## src/design/record_table_search_delete_defines.svh

```systemverilog
// ----------------------------------------------------------------------------
// record_table_search_delete_defines.svh
// Assertion macros shared by the record table modules.
// ----------------------------------------------------------------------------
`ifndef RECORD_TABLE_SEARCH_DELETE_DEFINES_SVH
`define RECORD_TABLE_SEARCH_DELETE_DEFINES_SVH

// Condition must hold at every clock edge outside reset.
`define RTSD_ASSERT(lbl, cond, msg) \
	lbl: assert property (@(posedge clk) disable iff (!arst_n) (cond)) else $error(msg);

// Antecedent implies consequent in the same cycle.
`define RTSD_ASSERT_IMP(lbl, ante, cons, msg) \
	lbl: assert property (@(posedge clk) disable iff (!arst_n) (ante) |-> (cons)) \
		else $error(msg);

`endif

```

## src/design/rtsd_pkg.sv

```systemverilog
`timescale 1ns / 1ps
// ----------------------------------------------------------------------------
// rtsd_pkg
// Types and constants for the record table with search and delete.
// ----------------------------------------------------------------------------
package rtsd_pkg;

	localparam int DEF_CAPACITY = 16;
	localparam int HEAD_W       = 64;
	localparam int TAIL_W       = 8;
	localparam int AGE_W        = 8;
	localparam int HEIGHT_W     = 9;
	localparam int IN_DATA_W    = 96;
	localparam int OUT_DATA_W   = 96;

	typedef enum logic [1:0] {
		OP_INSERT = 2'd0,
		OP_SEARCH = 2'd1,
		OP_LIST   = 2'd2,
		OP_DELETE = 2'd3
	} op_t;

	typedef enum logic [2:0] {
		ST_RECORD   = 3'd0,
		ST_INSERTED = 3'd1,
		ST_FULL     = 3'd2,
		ST_EMPTY    = 3'd3,
		ST_NOTFOUND = 3'd4,
		ST_DELETED  = 3'd5
	} status_t;

	typedef enum logic [2:0] {
		S_IDLE,
		S_START,
		S_READ,
		S_TEST,
		S_END,
		S_SH_RD,
		S_SH_WR,
		S_PUT
	} state_t;

	// One table record, head in the low bits
	typedef struct packed {
		logic [HEIGHT_W-1:0] height;
		logic [AGE_W-1:0]    age;
		logic [TAIL_W-1:0]   tail;
		logic [HEAD_W-1:0]   head;
	} record_t;

	// Controller to datapath commands
	typedef struct packed {
		logic    capture;
		logic    idx_clr;
		logic    idx_inc;
		logic    rd_en;
		logic    rd_next;
		logic    wr_ins;
		logic    wr_shift;
		logic    cnt_inc;
		logic    cnt_dec;
		logic    pend_load;
		logic    pend_clr;
		logic    push;
		logic    push_pend;
		status_t push_status;
		logic    push_last;
	} cmd_t;

	// Datapath to controller status
	typedef struct packed {
		op_t  op;
		logic cnt_zero;
		logic cnt_full;
		logic idx_last;
		logic shift_last;
		logic hit;
		logic pend_valid;
		logic out_free;
	} sts_t;

endpackage

```

## src/design/rtsd_ctrl.sv

```systemverilog
`timescale 1ns / 1ps
// ----------------------------------------------------------------------------
// rtsd_ctrl
// Sequencer for the record table: dispatch, table sweep, delete compaction.
// ----------------------------------------------------------------------------
`include "record_table_search_delete_defines.svh"

module rtsd_ctrl import rtsd_pkg::*; (
	input  logic clk,
	input  logic arst_n,
	input  logic s_tvalid,
	output logic s_tready,
	input  sts_t sts,
	output cmd_t cmd
);

	state_t  state_q, state_d;
	status_t stat_q, stat_d;

	// State and pending status registers
	always_ff @(posedge clk or negedge arst_n) begin
		if (!arst_n) begin
			state_q <= S_IDLE;
			stat_q  <= ST_EMPTY;
		end else begin
			state_q <= state_d;
			stat_q  <= stat_d;
		end
	end

	assign s_tready = (state_q == S_IDLE);

	// Next state
	always_comb begin
		state_d = state_q;
		stat_d  = stat_q;
		case (state_q)
			S_IDLE: begin
				if (s_tvalid) state_d = S_START;
			end
			S_START: begin
				if (sts.op == OP_INSERT) begin
					stat_d  = sts.cnt_full ? ST_FULL : ST_INSERTED;
					state_d = S_PUT;
				end else if (sts.cnt_zero) begin
					stat_d  = ST_EMPTY;
					state_d = S_PUT;
				end else begin
					state_d = S_READ;
				end
			end
			S_READ: state_d = S_TEST;
			S_TEST: begin
				if (sts.op == OP_DELETE) begin
					if (sts.hit) begin
						if (sts.idx_last) begin
							stat_d  = ST_DELETED;
							state_d = S_PUT;
						end else begin
							state_d = S_SH_RD;
						end
					end else if (sts.idx_last) begin
						stat_d  = ST_NOTFOUND;
						state_d = S_PUT;
					end else begin
						state_d = S_READ;
					end
				end else if (!(sts.hit && sts.pend_valid && !sts.out_free)) begin
					state_d = sts.idx_last ? S_END : S_READ;
				end
			end
			S_END: begin
				if (sts.out_free) state_d = S_IDLE;
			end
			S_SH_RD: state_d = S_SH_WR;
			S_SH_WR: begin
				if (sts.shift_last) begin
					stat_d  = ST_DELETED;
					state_d = S_PUT;
				end else begin
					state_d = S_SH_RD;
				end
			end
			S_PUT: begin
				if (sts.out_free) state_d = S_IDLE;
			end
			default: state_d = S_IDLE;
		endcase
	end

	// Command outputs
	always_comb begin
		cmd = '0;
		cmd.push_status = stat_q;
		case (state_q)
			S_IDLE: cmd.capture = s_tvalid;
			S_START: begin
				if (sts.op == OP_INSERT) begin
					cmd.wr_ins  = !sts.cnt_full;
					cmd.cnt_inc = !sts.cnt_full;
				end else begin
					cmd.idx_clr = 1'b1;
				end
			end
			S_READ: cmd.rd_en = 1'b1;
			S_TEST: begin
				if (sts.op == OP_DELETE) begin
					cmd.cnt_dec = sts.hit && sts.idx_last;
					cmd.idx_inc = !sts.hit && !sts.idx_last;
				end else if (!(sts.hit && sts.pend_valid && !sts.out_free)) begin
					// older pending match goes out, not last
					cmd.pend_load = sts.hit;
					cmd.push      = sts.hit && sts.pend_valid;
					cmd.push_pend = 1'b1;
					cmd.idx_inc   = !sts.idx_last;
				end
			end
			S_END: begin
				if (sts.out_free) begin
					cmd.push        = 1'b1;
					cmd.push_pend   = sts.pend_valid;
					cmd.push_status = ST_NOTFOUND;
					cmd.push_last   = 1'b1;
					cmd.pend_clr    = 1'b1;
				end
			end
			S_SH_RD: begin
				cmd.rd_en   = 1'b1;
				cmd.rd_next = 1'b1;
			end
			S_SH_WR: begin
				cmd.wr_shift = 1'b1;
				cmd.idx_inc  = 1'b1;
				cmd.cnt_dec  = sts.shift_last;
			end
			S_PUT: begin
				cmd.push      = sts.out_free;
				cmd.push_last = 1'b1;
			end
			default: cmd = '0;
		endcase
	end

	`RTSD_ASSERT_IMP(a_idle_no_pend, state_q == S_IDLE, !sts.pend_valid, "pending match left in idle")
	`RTSD_ASSERT_IMP(a_put_after_work, state_q == S_PUT, $past(state_q) != S_IDLE, "result without work")

endmodule

```

## src/design/rtsd_dp.sv

```systemverilog
`timescale 1ns / 1ps
// ----------------------------------------------------------------------------
// rtsd_dp
// Record table datapath: record memory, count, sweep index, output register.
// ----------------------------------------------------------------------------
`include "record_table_search_delete_defines.svh"

module rtsd_dp import rtsd_pkg::*; #(
	parameter int CAPACITY = DEF_CAPACITY
) (
	input  logic                  clk,
	input  logic                  arst_n,
	input  cmd_t                  cmd,
	output sts_t                  sts,
	input  logic [IN_DATA_W-1:0]  s_tdata,
	input  logic [1:0]            s_tuser,
	output logic                  m_tvalid,
	input  logic                  m_tready,
	output logic [OUT_DATA_W-1:0] m_tdata,
	output logic [2:0]            m_tuser,
	output logic                  m_tlast
);

	localparam int IDX_W = (CAPACITY > 1) ? $clog2(CAPACITY) : 1;
	localparam int CNT_W = $clog2(CAPACITY + 1);
	localparam int EXT_W = CNT_W + 1;

	record_t           mem [CAPACITY];
	logic [CNT_W-1:0]  count_q;
	logic [IDX_W-1:0]  idx_q;
	op_t               op_q;
	record_t           key_q;
	record_t           rd_data_q;
	logic              pend_valid_q;
	record_t           pend_q;
	logic              out_valid_q;
	status_t           out_status_q;
	record_t           out_rec_q;
	logic              out_last_q;

	logic [IDX_W-1:0]  rd_addr;
	logic [IDX_W-1:0]  wr_addr;
	record_t           wr_data;
	logic              wr_en;

	// Request capture
	always_ff @(posedge clk) begin
		if (cmd.capture) begin
			op_q  <= op_t'(s_tuser);
			key_q <= record_t'(s_tdata[$bits(record_t)-1:0]);
		end
	end

	// Record memory, one write and one registered read port
	assign rd_addr = cmd.rd_next ? idx_q + IDX_W'(1) : idx_q;
	assign wr_en   = cmd.wr_ins || cmd.wr_shift;
	assign wr_addr = cmd.wr_ins ? IDX_W'(count_q) : idx_q;
	assign wr_data = cmd.wr_ins ? key_q : rd_data_q;

	always_ff @(posedge clk) begin
		if (wr_en) mem[wr_addr] <= wr_data;
		if (cmd.rd_en) rd_data_q <= mem[rd_addr];
	end

	// Entry count and sweep index
	always_ff @(posedge clk or negedge arst_n) begin
		if (!arst_n) begin
			count_q <= '0;
			idx_q   <= '0;
		end else begin
			if (cmd.cnt_inc) count_q <= count_q + CNT_W'(1);
			else if (cmd.cnt_dec) count_q <= count_q - CNT_W'(1);
			if (cmd.idx_clr) idx_q <= '0;
			else if (cmd.idx_inc) idx_q <= idx_q + IDX_W'(1);
		end
	end

	// Held match, sent once the next match or the sweep end settles last
	always_ff @(posedge clk or negedge arst_n) begin
		if (!arst_n) pend_valid_q <= 1'b0;
		else if (cmd.pend_load) pend_valid_q <= 1'b1;
		else if (cmd.pend_clr) pend_valid_q <= 1'b0;
	end

	always_ff @(posedge clk) begin
		if (cmd.pend_load) pend_q <= rd_data_q;
	end

	// Output register
	always_ff @(posedge clk or negedge arst_n) begin
		if (!arst_n) out_valid_q <= 1'b0;
		else if (cmd.push) out_valid_q <= 1'b1;
		else if (m_tready) out_valid_q <= 1'b0;
	end

	always_ff @(posedge clk) begin
		if (cmd.push) begin
			out_status_q <= cmd.push_pend ? ST_RECORD : cmd.push_status;
			out_rec_q    <= cmd.push_pend ? pend_q : '0;
			out_last_q   <= cmd.push_last;
		end
	end

	assign m_tvalid = out_valid_q;
	assign m_tuser  = out_status_q;
	assign m_tlast  = out_last_q;
	assign m_tdata  = {{(OUT_DATA_W - $bits(record_t)){1'b0}}, out_rec_q};

	// Status to controller
	always_comb begin
		sts.op         = op_q;
		sts.cnt_zero   = (count_q == '0);
		sts.cnt_full   = (count_q == CNT_W'(CAPACITY));
		sts.idx_last   = (CNT_W'(idx_q) + CNT_W'(1) == count_q);
		sts.shift_last = (EXT_W'(idx_q) + EXT_W'(2) == {1'b0, count_q});
		sts.hit        = (op_q == OP_LIST) ||
		                 ((rd_data_q.head == key_q.head) && (rd_data_q.tail == key_q.tail));
		sts.pend_valid = pend_valid_q;
		sts.out_free   = !out_valid_q || m_tready;
	end

	`RTSD_ASSERT(a_count_bound, count_q <= CNT_W'(CAPACITY), "entry count above capacity")
	`RTSD_ASSERT_IMP(a_push_free, cmd.push, !out_valid_q || m_tready, "output word overwritten")
	`RTSD_ASSERT_IMP(a_dec_nonzero, cmd.cnt_dec, count_q != '0, "delete on empty table")

endmodule

```

## src/design/record_table_search_delete.sv

```systemverilog
`timescale 1ns / 1ps
// ----------------------------------------------------------------------------
// record_table_search_delete
// Bounded record table with insert, search, list and delete-with-compaction.
// ----------------------------------------------------------------------------
//  channel  dir  words per request      payload
//  s_*      in   1                      tuser: operation; tdata: request record
//  m_*      out  1 .. CAPACITY          tuser: status; tdata: record; tlast
//
//  Insert and empty-table requests go straight to the result; search, list
//  and delete sweep the record memory entry by entry (read, then compare),
//  and a delete moves each later entry down (read, then write).
//  Reset clears the entry count, sweep index, control state and valid flags;
//  the memory needs no clearing pass.
//  A new request is taken once the previous one has handed its last word to
//  the output register; a stalled output holds the sweep at the next match.
// ----------------------------------------------------------------------------
module record_table_search_delete import rtsd_pkg::*; #(
	parameter int CAPACITY = DEF_CAPACITY
) (
	input  logic                  clk,
	input  logic                  arst_n,
	input  logic                  s_tvalid,
	output logic                  s_tready,
	// name_head[63:0], name_tail[71:64], age[79:72], height[88:80]
	input  logic [IN_DATA_W-1:0]  s_tdata,
	// operation[1:0]
	input  logic [1:0]            s_tuser,
	output logic                  m_tvalid,
	input  logic                  m_tready,
	// out_name_head[63:0], out_name_tail[71:64], out_age[79:72], out_height[88:80]
	output logic [OUT_DATA_W-1:0] m_tdata,
	// status[2:0]
	output logic [2:0]            m_tuser,
	output logic                  m_tlast
);

	cmd_t cmd;
	sts_t sts;

	rtsd_ctrl u_ctrl (
		.clk      (clk),
		.arst_n   (arst_n),
		.s_tvalid (s_tvalid),
		.s_tready (s_tready),
		.sts      (sts),
		.cmd      (cmd)
	);

	rtsd_dp #(
		.CAPACITY (CAPACITY)
	) u_dp (
		.clk      (clk),
		.arst_n   (arst_n),
		.cmd      (cmd),
		.sts      (sts),
		.s_tdata  (s_tdata),
		.s_tuser  (s_tuser),
		.m_tvalid (m_tvalid),
		.m_tready (m_tready),
		.m_tdata  (m_tdata),
		.m_tuser  (m_tuser),
		.m_tlast  (m_tlast)
	);

endmodule

```

## config.mk

```make
export PLATFORM = sky130hd
export DESIGN_NAME = record_table_search_delete
export DESIGN_NICKNAME = d
export VERILOG_FILES = /design/src/design/rtsd_pkg.sv /design/src/design/rtsd_ctrl.sv /design/src/design/rtsd_dp.sv /design/src/design/record_table_search_delete.sv
export VERILOG_INCLUDE_DIRS = /design/src /design/src/design
export SDC_FILE = /design/constraint.sdc
export NUM_CORES = 2
export LEC_CHECK = 0
export BUFFER_PORTS_ARGS = -buffer_cell sky130_fd_sc_hd__buf_4
export CAP_MARGIN = 10
export CORE_MARGIN = 2
export CORE_UTILIZATION = 49
export CTS_CLUSTER_DIAMETER = 200
export DETAILED_ROUTE_END_ITERATION = 6
export GPL_ROUTABILITY_DRIVEN = 0
export PLACE_DENSITY = 0.68
export SYNTH_ARGS = -nofsm -noshare
export SYNTH_HDL_FRONTEND = slang
export SYNTH_HIERARCHICAL = 1
export SYNTH_SLANG_ARGS = --single-unit
```

## constraint.sdc

```tcl
create_clock -name clk -period 6.1 [get_ports clk]
set_input_delay 1.22 -clock clk [delete_from_list [all_inputs] [get_ports clk]]
set_output_delay 1.22 -clock clk [all_outputs]
set_load 0.02 [all_outputs]
```

==> metrics.md <==
| Metric | Value |
|---|---|
| Status | complete, no violations |
| Count of unique library cells instantiated by Yosys | 55 |
| Via count | 31700 |
| Worst-case clock buffer depth | 3 |
| DR pass1 iterations | 7 |
| Relative slew slack | 27.1% |
| Most frequent cells in the layout | 1786 x edfxtp_1, 356 x mux4_2, 228 x buf_4 |
| Critical Path AT | 4.80 ns |
| Worst setup startpoint | u_dp/rd_data_q[34] |
| Die Footprint | 143000 um^2 |
| Chip Width | 378 um |
| Clk_lat worst skew | 0.81 ns |
| Gr usage total | 22.2% |
| Net count, final | 3426 |
| RSZ-0062 raised after global routing | false |
| Gates resized, CTS repair | 0 |
| Count of pins over their slew limit | 0 |
| Num CTS Buffers | 175 |
| Finished Layout Cells | 5346 |
| IO Pins | 204 |
| Async S/R FF share, synth | 0.943% |
| Core area | 139000 um^2 |
| Per-cell routed wire length | 29.3 um |
| Wl on met1 | 65100 um |
| Top achievable clock speed | 229 MHz |
| Global-route wire length before repair | 224000 um |
| Area growth syn-to-layout | 14.1% |
| Synth Instances | 3032 |
| Finished Cell Area | 78100 um^2 |
| Synth Flop Type | edfxtp_1 |
| Via/cell ratio | 5.92 |
| CP Class | flop to flop |
| Syn_area_per_cell | 22.6 um^2 |
| Total grt overflow | 0 |
| H-tree level count | 4 |
| Post-CTS Setup Bufs | 0 |
| Num rows | 137 |
| Pre-CTS setup slack | 1.89 ns |
| Most common cell after layout, fill and taps aside | edfxtp_1 |
| Max VDD drop | 0.000471 V |
| # Max-Cap Violations | 0 |
| Highest Signal Layer | met4 |
| Initial DRC count | 3479 |
| Metal2 WL | 73400 um |
| Clock Skew | 0.0277 ns |
| Clk sinks | 1803 |
| Worst r2r src | u_dp/rd_data_q[34] |
| Clk root buf | clkbuf_16 |
| Number of flops mapped to enable cells by yosys | 1786 |
| Dpl cell area | 72400 um^2 |
| DRT antenna net count | 0 |
| Yosys Warn Count | 6 |
| Clk slew on worst S/H paths | 0.06 ns |
| Final Power | 39.8 mW |
| Die height | 378 um |
| Max FO, Critical Path | 31 |
| Post-CTS Hold Buffers | 0 |
| Worst setup margin | 1.73 ns |
| CP Data Required Time | 6.53 ns |
| Critical Path Source Type | flop |
| Port bufs | 189 |
| Fin crit period | 4.37 ns |
| Worst Setup End Kind | flop |
| Vias in the first global route | 31600 |
| Initial core utilization | 49.2% |
| Sequential fraction of the synthesis area | 79.0% |
| Synth Register Bits | 1803 |
| Drc violations | 0 |
| Largest net degree at the start of global routing | 111 |
| Mapped cell area | 68400 um^2 |
| CTS tree | done |
| Final period utilization | 71.6% |
| Worst min path class | primary input to async pin |
| Post-DP HPWL | 80900 um |
| Leakage | 25.0 nW |
| Power Density | 510 nW/um^2 |
| Routed wl met3 | 14000 um |
| Worst-margin pin slew | 1.09 ns |
| Initial antenna violation count | 6 |
| Drt total wl | 157000 um |
| Fin util | 56.2% |
| Layout cells sized above 1 | 28.6% |
| Placed Cells incl. Taps | 5017 |
| Hold Violations, Final | 0 |
| Final count of negative-setup-slack endpoints | 0 |
==> through the flow <==
stage / hold WS, ns / TNS (ns)
finish: 0.286 / 0
global route: 0.259 / 0
CTS: 0.221 / 0
detailed placement: 0.431 / 0
global placement: 0.425 / 0
floorplan: 0.422 / -702.25
==> power breakdown <==
group / internal (mW) / switching [mW]
clock network: 6.05 / 4.58
logic: 4.71 / 6.80
registers: 17.0 / 0.646
total: 27.8 / 12.0
==> synth_stat cells, types with 4 or more instances <==
cell / instances / share of area (%)
edfxtp_1: 1786 / 78
mux4_2: 356 / 12
and2_1: 93 / 0.85
mux2i_1: 91 / 1.3
a22oi_1: 90 / 0.99
mux2_2: 90 / 1.5
o21ai_1: 89 / 0.65
xnor2_1: 74 / 0.95
buf_2: 62 / 0.45
clkbuf_1: 52 / 0.29
nor2_1: 40 / 0.22
buf_4: 22 / 0.24
nand4_1: 17 / 0.16
dfrtp_1: 15 / 0.55
buf_6: 14 / 0.23
nand2_1: 14 / 0.077
xor2_1: 14 / 0.18
inv_1: 10 / 0.055
nor2b_1: 9 / 0.082
a21oi_1: 8 / 0.059
nand3_1: 7 / 0.051
nor4_1: 7 / 0.064
o21ai_0: 7 / 0.051
nand2b_1: 6 / 0.055
a31oi_1: 5 / 0.046
ha_1: 5 / 0.091
a21o_1: 4 / 0.044
==> routing by layer <==
layer	vias to the layer above	track usage [%]
met5	-	0
met1	16800	31.9
met2	1404	34.1
met3	223	5.04
li1	13200	-
met4	0	7.01
==> sequential cells by signal, summed over array words and instances (netlist names) <==
signal             count
u_dp/m_tvalid          1
u_dp/idx_q             4
u_ctrl/state_q         3
u_dp/pend_valid_q      1
u_dp/m_tlast           1
u_dp/m_tdata          89
u_dp/m_tuser           3
u_dp/rd_data_q        89
u_dp/op_q              2
u_dp/pend_q           89
u_dp/count_q           5
u_ctrl/stat_q          3
u_dp/key_q            89
u_dp/mem            1424
==> layout make-up <==
cell class	instances	area (um^2)
Fill cell	10100	60900
Sequential cell	1803	54100
Multi-Input combinational cell	1072	13700
Clock buffer	211	4580
Tap cell	1876	2350
Timing Repair Buffer	256	2270
Clock inverter	115	1080
Inverter	10	37.5
Antenna cell	3	7.51
==> path summary, 6_finish.rpt <==
kind                                     endpoint  slack, ns  depth (start not counted)
worst max-delay path             u_dp/m_tdata[58]       1.73                         10
worst min-delay path            u_ctrl/state_q[2]       0.29                          1
worst max register to register   u_dp/m_tdata[58]       1.73                         10
worst min register to register    u_dp/pend_q[88]       0.43                          0
max in group asynchronous        u_ctrl/stat_q[1]       5.53                          1
min in group clk                  u_dp/pend_q[88]       0.43                          0
==> cell families (layout without fill, tap and decap cells) <==
logic type | after synthesis | after routing | synth area share (%)
other cells | 1 | 10 | 0.00548
simple gates | 208 | 208 | 1.70
flops | 1803 | 1803 | 79.0
buf+inv | 163 | 592 | 1.28
compound gates | 222 | 222 | 2.09
fa+ha+maj | 6 | 6 | 0.121
xor+xnor | 91 | 91 | 1.21
mux | 538 | 538 | 14.6
==> critical path: stages (launching register included) <==
cell	delay, ns
edfxtp_1	0.43
xnor2_1	0.53
nand4_1	0.46
nor4_1	0.61
nand3_1	0.35
o22ai_1	0.20
buf_4	0.18
a31oi_1	0.12
o22ai_1	0.13
and2_4	0.44
buf_4	0.50
No activity file was read; power rests on OpenSTA's default activity.
